[src/rtl/ipbl_pkg.sv]
`timescale 1ns / 1ps
`default_nettype none

package ipbl_pkg;

  localparam int MAX_RANGES  = 1024;
  localparam int LINE_LENGTH = 32;

  // The range table is spread over a row of cells; entry i lives in cell
  // i modulo CELL_COUNT, at row i divided by CELL_COUNT.
  localparam int CELL_COUNT = 8;
  localparam int CELL_BITS  = $clog2(CELL_COUNT);
  localparam int ROW_DEPTH  = MAX_RANGES / CELL_COUNT;
  localparam int ROW_BITS   = $clog2(ROW_DEPTH);
  localparam int IDX_BITS   = ROW_BITS + CELL_BITS;
  localparam int COUNT_BITS = $clog2(MAX_RANGES + 1);
  localparam int POS_BITS   = $clog2(LINE_LENGTH);
  localparam int ENTRY_W    = 11;
  localparam int DRAIN_BITS = $clog2(CELL_COUNT + 1);

  localparam logic [1:0] OP_TEXT  = 2'd0;
  localparam logic [1:0] OP_CHECK = 2'd1;
  localparam logic [1:0] OP_CLEAR = 2'd2;

  localparam logic [7:0] CHAR_ZERO    = 8'h30;
  localparam logic [7:0] CHAR_TWO     = 8'h32;
  localparam logic [7:0] CHAR_NINE    = 8'h39;
  localparam logic [7:0] CHAR_DOT     = 8'h2E;
  localparam logic [7:0] CHAR_DASH    = 8'h2D;
  localparam logic [7:0] CHAR_NEWLINE = 8'h0A;

  typedef struct packed {
    logic [1:0]  op;
    logic [7:0]  text_byte;
    logic [31:0] addr_word;
  } in_item_t;

  typedef struct packed {
    logic [1:0]         kind;
    logic               banned;
    logic               line_stored;
    logic               load_error;
    logic [ENTRY_W-1:0] entry_count;
  } out_item_t;

  typedef struct packed {
    logic        line_end;
    logic        line_ok;
    logic        pos_nonzero;
    logic [31:0] low;
    logic [31:0] high;
  } parse_status_t;

  typedef struct packed {
    logic                clear;
    logic [ROW_BITS-1:0] wr_row;
    logic [31:0]         wr_low;
    logic [31:0]         wr_high;
    logic [ROW_BITS-1:0] rd_row;
    logic [31:0]         ip;
  } cell_cmd_t;

endpackage

`default_nettype wire

[src/rtl/ipbl_line_parser.sv]
`timescale 1ns / 1ps
`default_nettype none

module ipbl_line_parser import ipbl_pkg::*; (
  input  wire logic          clk,
  input  wire logic          rst,
  input  wire logic          take,
  input  wire logic          clear,
  input  wire logic [7:0]    text_byte,
  output parse_status_t      status
);

  logic [POS_BITS-1:0] pos, pos_next;
  logic [9:0]          acc, acc_next;
  logic [31:0]         low, low_next;
  logic [31:0]         high, high_next;
  logic                line_bad, line_bad_next;

  logic [1:0]  slot;
  logic [7:0]  top_char;
  logic        digit_ok;
  logic [9:0]  acc_step;
  logic [9:0]  acc_new;

  assign slot     = pos[1:0];
  assign top_char = (slot == 2'd0) ? CHAR_TWO : CHAR_NINE;
  assign digit_ok = (text_byte >= CHAR_ZERO) && (text_byte <= top_char);
  assign acc_step = (acc << 3) + (acc << 1) + 10'(text_byte - CHAR_ZERO);
  assign acc_new  = digit_ok ? acc_step : acc;

  always_comb begin
    pos_next      = pos;
    acc_next      = acc;
    low_next      = low;
    high_next     = high;
    line_bad_next = line_bad;
    if (clear || (take && (pos == POS_BITS'(LINE_LENGTH - 1)))) begin
      pos_next      = '0;
      acc_next      = '0;
      low_next      = '0;
      high_next     = '0;
      line_bad_next = 1'b0;
    end else if (take) begin
      pos_next = pos + 1'b1;
      if (slot == 2'd3) begin
        // Position 15 separates the two addresses; the other separators are dots.
        if (text_byte != ((pos == POS_BITS'(15)) ? CHAR_DASH : CHAR_DOT)) begin
          line_bad_next = 1'b1;
        end
      end else begin
        if (!digit_ok) begin
          line_bad_next = 1'b1;
        end
        if (slot == 2'd2) begin
          if (acc_new > 10'd255) begin
            line_bad_next = 1'b1;
          end
          if (!pos[4]) begin
            low_next = {low[23:0], acc_new[7:0]};
          end else begin
            high_next = {high[23:0], acc_new[7:0]};
          end
          acc_next = '0;
        end else begin
          acc_next = acc_new;
        end
      end
    end
  end

  always_ff @(posedge clk) begin
    if (rst) begin
      pos      <= '0;
      acc      <= '0;
      low      <= '0;
      high     <= '0;
      line_bad <= 1'b0;
    end else begin
      pos      <= pos_next;
      acc      <= acc_next;
      low      <= low_next;
      high     <= high_next;
      line_bad <= line_bad_next;
    end
  end

  assign status.line_end    = (pos == POS_BITS'(LINE_LENGTH - 1));
  assign status.line_ok     = !line_bad && (text_byte == CHAR_NEWLINE) && (low <= high);
  assign status.pos_nonzero = (pos != '0);
  assign status.low         = low;
  assign status.high        = high;

endmodule

`default_nettype wire

[config.mk]
export PLATFORM = sky130hd
export DESIGN_NAME = ipbl_line_parser
export DESIGN_NICKNAME = d
export VERILOG_FILES = /design/src/rtl/ipbl_pkg.sv /design/src/rtl/ipbl_line_parser.sv
export SDC_FILE = /design/constraint.sdc
export NUM_CORES = 1
export LEC_CHECK = 0
export ABC_AREA = 0
export CORE_MARGIN = 10
export CORE_UTILIZATION = 30
export DETAILED_ROUTE_END_ITERATION = 6
export DONT_BUFFER_PORTS = 1
export GPL_ROUTABILITY_DRIVEN = 0
export SLEW_MARGIN = 20
export SYNTH_ARGS = -nofsm -noshare
export SYNTH_HDL_FRONTEND = slang
export SYNTH_SLANG_ARGS = --single-unit
[constraint.sdc]
create_clock -name clk -period 2.4 [get_ports clk]
set_input_delay 0.36 -clock clk [delete_from_list [all_inputs] [get_ports clk]]
set_output_delay 0.36 -clock clk [all_outputs]
set_load 0.01 [all_outputs]
# After elaboration in Yosys (flattened, before gate mapping)
# Cells that the tools add are included.
# op_classes
reduce_logical	13
n_lt_le_gt_ge	4
n_eq_ne	7
n_bitwise	2
addsub	4
n_mux	9
# ops
op	count
32-bit <= comparator	1
10-bit adder	2
10-bit 2-to-1 mux	2
10-bit by 8-bit > comparator with 1-bit output, second input constant	1
8-bit by 6-bit subtractor with 9-bit output, second input constant	1
8-bit by 4-bit equality test with 1-bit output, second input constant	1
8-bit by 6-bit >= comparator with 1-bit output, second input constant	1
8-bit by 6-bit <= comparator with 1-bit output	1
8-bit by 6-bit inequality test with 1-bit output	1
4-bit AND reduction	2
5-bit by 1-bit adder with 5-bit output, second input constant	1
5-bit by 4-bit equality test with 1-bit output, second input constant	1
5-bit equality test, second input constant	1
1-bit 2-to-1 mux	5
5-bit nonzero test	1
2-bit equality test, second input constant	2
1-bit logical AND	4
4-bit 2-to-1 mux	1
2-bit AND reduction	2
2-bit zero test	1
2-bit 2-to-1 mux	1
2-bit by 1-bit inequality test with 1-bit output, second input constant	1
1-bit NOT	2
2-bit OR reduction	1
2 further kinds	2
# totals
out_inout_bits	67
ff_bits	80
elab_cells	44

# Logic depth before layout (Yosys ltp)
# depth
word_depth	9
ltp_mapped	11

# Least setup slack after synthesis
# OpenSTA, ideal clock, no wires.
# synth_path
kind	input to register
from	input text_byte[4]
to	register line_bad
path_buffers	0
arrival_ns	2.464
setup_time_ns	0.131
stages	9
required_ns	2.269
slack_ns	-0.194
cell_sequence	ha_1 > nor3_1 > fa_1 > ha_1 > and3b_1 > a211oi_1 > o311ai_0 > nor3_1 > a21oi_1
# synth_via
elab_chain_len	7
elab_cells_between_ends	14
cone_classes	add/sub (2); order compare (3); eq/ne (2); mux (5); reduce/logical (2)
# synth_rtl
item	line_no	rtl
start: declaration	ipbl_line_parser.sv:9	input wire logic [7:0] text_byte,
8-bit by 6-bit subtractor with 9-bit output (tied with other cells)	ipbl_line_parser.sv:28	assign acc_step = (acc << 3) + (acc << 1) + 10'(text_byte - CHAR_ZERO);
10-bit adder or 1-bit logical AND (tied branches)	ipbl_line_parser.sv:28, ipbl_line_parser.sv:27	
10-bit 2-to-1 mux	ipbl_line_parser.sv:29	assign acc_new = digit_ok ? acc_step : acc;
10-bit by 8-bit > comparator with 1-bit output	ipbl_line_parser.sv:55	if (acc_new > 10'd255) begin
1-bit 2-to-1 mux	ipbl_line_parser.sv:55	
1-bit 2-to-1 mux	ipbl_line_parser.sv:54	if (slot == 2'd2) begin
1-bit 2-to-1 mux	ipbl_line_parser.sv:45	if (slot == 2'd3) begin
end signal: assignment	ipbl_line_parser.sv:83	line_bad <= line_bad_next;
end: declaration	ipbl_line_parser.sv:17	logic line_bad, line_bad_next;
# Several ways; a longest one is shown, not always the timed one.
# A chain may end at the register's enable or synchronous reset.

==> flow_metrics.py <==
metrics = {
    "pwr": {
        "pwr-share-clk": 0.498,
        "powerDensity_nw_per_um2": 507,
        "p_total_w": 0.00304,
        "vdd_drop_max_uv": 342,
        "p_sw_w": 0.000691,
        "power_leakage_nw": 2.32,
        "seq_power_share": 0.432,
        "swShare": 0.227,
        "p_int_w": 0.00235,
        "combPwrFrac": 0.069,
    },
    "synth": {
        "async_flop_share": 0,
        "yosysWarningCount": 0,
        "synth_nets": 613,
        "synthCells": 542,
        "ys_ff_latch": 79,
        "avgSynthCellArea_um2": 8.23,
        "yosysUniqueCellTypes": 48,
        "ys.flop_type": "dfxtp_1",
        "synth_edf_count": 0,
        "syn_area_um2": 4460,
        "yosysSeqAreaShare": 0.354,
    },
    "timing": {
        "fin_crit_ps": 2430,
        "relSlewSlack": 0.659,
        "worst-slew-pin-transition_ps": 512,
        "layout_setup_ws_ps": -31.5,
        "finalHoldViolCount": 0,
        "hold_slack_ps": 124,
        "min_period_over_period": 1.01,
        "slew_viol_final": 0,
        "fmax_ghz": 0.411,
        "finalSetupViolCount": 1,
        "finalClockSkew_ps": 8.68,
        "rsz0062_at_grt": "yes",
    },
    "placement": {
        "place_hpwl_mm": 10.3,
        "io_buffer_count": 0,
    },
    "route": {
        "wl_mm": 13.8,
        "drt_iter0_markers": 204,
        "dr.pass1.iters": 4,
        "vias": 4064,
        "ant_nets": 0,
        "drc_errors": 0,
        "post_drt_via_cell_ratio": 5.10,
        "wl_per_cell_um": 17.4,
    },
    "global_routing": {
        "antenna_found_initial": 1,
        "grt-ovfl-total": 0,
        "grt_pass1_wl_mm": 21.4,
        "grtUsageTotal": 0.133,
        "grt_max_degree": 39,
        "grt_pass1_vias": 3956,
    },
    "worst_hold_path": {
        "min-delay-start": "take",
        "hold_depth": 1,
        "hold_class": "input pin to register",
        "min_to": "pos[4]$_SDFFE_PP0P_",
    },
    "cells_and_area": {
        "seqCellArea_um2": 1620,
        "multi_input_area_um2": 2970,
        "syn_to_final_growth_pct": 34.3,
        "fin_nets": 679,
        "final_layout_size_suffix_gt1_frac": 0.295,
        "utilization": 0.412,
        "diodes": 0,
        "n_fill_cell": 1421,
    },
    "clocking": {
        "clock-root-buffer": "clkbuf_16",
        "clk_transition_reported_paths_ps": 60,
        "numCtsBuffers": 9,
        "cts_tree": "yes",
        "cts_sinks": 79,
        "insertion_delay_ps": 340,
        "cts_buffer_depth": 2,
        "cts_hold_buffers": 0,
        "cts_htree_levels": 3,
    },
    "worst_setup_path": {
        "reg2regPathDepth": 10,
        "r2r_slack_ps": 100,
        "crit_type": "register to output port",
        "required_ps": 2040,
        "cp-end-kind": "output port",
        "worstReg2RegStart": "acc[2]$_SDFFE_PP0P_",
        "cp_slowest_cell": "dfxtp_2",
        "reg2reg_to": "line_bad$_SDFFE_PP0P_",
        "cp_max_fo": 4,
        "cp_cell_sequence": "inv_2 -> ha_4 -> a21oi_2 -> a31oi_1 -> nor3_2 -> nand4b_1 -> o31ai_2 -> buf_4",
        "max_stage_delay_ps": 340,
        "worst_setup_path_start_kind": "register",
        "cp.arrival_ps": 2070,
    },
    "die": {
        "io_pins": 79,
        "die_x_um": 142,
        "core_area_um2": 14500,
        "die_h_um": 142,
        "start_util": 0.307,
        "core.rowCount": 44,
        "dieArea_um2": 20200,
    },
    "status": {
        "status": "finished with violations",
        "violations": "negative setup slack",
    },
    "job": {
        "cap_violations": 0,
    },
}
==> state kept, by name, indices dropped and copies added (netlist names) <==
| signal | flops |
|---|---|
| pos | 5 |
| high | 32 |
| acc | 9 |
| line_bad | 1 |
| low | 32 |
==> synthesized netlist by cell type (2+ instances only) <==
cell type	n	area, um2
ha_1	52	651
nand2b_1	2	12.5
fa_1	7	140
a211oi_1	2	15.0
o2111ai_1	4	35.0
a21oi_1	80	400
o31ai_1	3	22.5
buf_1	2	7.51
o21ai_0	23	115
nand4_1	10	62.6
nand3_1	16	80.1
dfxtp_1	79	1580
and2_1	2	12.5
nor2b_1	6	37.5
mux2i_1	9	90.1
inv_1	52	195
nor4_1	2	12.5
and3_1	3	18.8
o32ai_1	3	26.3
and3b_1	2	17.5
xnor2_1	8	70.1
nand4b_1	2	17.5
o311ai_0	2	17.5
a21o_1	3	22.5
a21boi_0	2	15.0
nor3_1	5	25.0
buf_2	7	35.0
clkbuf_1	10	37.5
xor2_1	5	43.8
buf_4	4	30.0
nand2_1	103	387
a32o_1	3	30.0
nor3_2	2	20.0
nor2_1	13	48.8
==> worst max-delay path by stage <==
stage / startpoint / endpoint / slack [ps]
2_1_floorplan: text_byte[4] / acc[8]$_SDFFE_PP0P_ / 20
3_3_place_gp: text_byte[4] / acc[8]$_SDFFE_PP0P_ / 10
3_5_place_dp: text_byte[4] / acc[8]$_SDFFE_PP0P_ / -40
4_1_cts: high[1]$_SDFFE_PP0P_ / status[65] / -20
5_1_grt: high[27]$_SDFFE_PP0P_ / status[65] / -160
6_report: high[27]$_SDFFE_PP0P_ / status[65] / -30
==> cells by family after synthesis <==
logic type / Yosys count / synth area share
and+or+nand+nor: 171 / 0.173
AOI/OAI and AO/OA: 135 / 0.178
DFF: 79 / 0.354
buffers and inverters: 76 / 0.0709
adders and majority gates: 59 / 0.177
xor gates and xnor gates: 13 / 0.0255
muxes: 9 / 0.0202
==> per-stage QoR <==
step / instances / instance area [um2] / worst slack [ps] / TNS (ps)
floorplan: 542 / 4500 / 25.0 / 0
global placement: 777 / 5220 / 11.5 / 0
detailed placement: 777 / 5220 / -42.5 / -171
CTS: 795 / 5720 / -18.4 / -18.4
global route: 797 / 5990 / -159 / -239
finish: 797 / 5990 / -31.5 / -31.5
==> layout by cell type, fill, tap and decap left out, types with 4 or more instances in the layout <==
master       n
dfxtp_2     22
xor2_1       5
nand2_1    102
o21ai_0     18
mux2i_4      5
clkbuf_16    9
xnor2_1      6
dfxtp_1     53
dfxtp_4      4
a21oi_1     74
ha_1        36
nand4_1     10
inv_2        9
buf_4       73
nand3_1     15
inv_1       43
a21oi_2      5
fa_1         6
nor2_1      13
nor2b_1      4
o21ai_1      5
ha_4        16
==> layout make-up <==
class | instances | share of cell area
inverter | 52 | 0.0326
sequential | 79 | 0.271
clock inverter | 6 | 0.0152
timing repair buffer | 79 | 0.107
multi-input combinational | 387 | 0.496
clock buffer | 10 | 0.0399
tap | 184 | 0.0384
==> power groups by stage <==
stage | Clock (W) | Combinational [W] | Sequential [W]
floorplan | 0 | 0.000123 | 0.00135
global placement | 0 | 0.000170 | 0.00135
detailed placement | 0 | 0.000175 | 0.00135
CTS | 0.00154 | 0.000178 | 0.00131
global route | 0.00161 | 0.000230 | 0.00131
finish | 0.00151 | 0.000210 | 0.00131
==> critical path, delay by kind of cell (launching register included) <==
family          cells  cell delay [ps]
flops               1              340
buf+inv             2              220
simple gates        2              370
fa+ha+maj           1              250
compound gates      3              540
==> metal layers <==
layer	global-route usage	part of all wire	vias to the layer above
li1	-	-	1998
met5	0	0	-
met3	0.0504	0.082	15
met4	0.0350	0.013	0
met2	0.221	0.49	108
met1	0.156	0.42	1943
==> what timing repair did <==
item,4_1_cts,5_1_grt
pin swaps,17,14
endpoints found under the setup margin,3,25
setup buffers,2,2
resized for setup,39,59
gates cloned,0,0
Note: power is estimated with default switching activity, not from simulation.
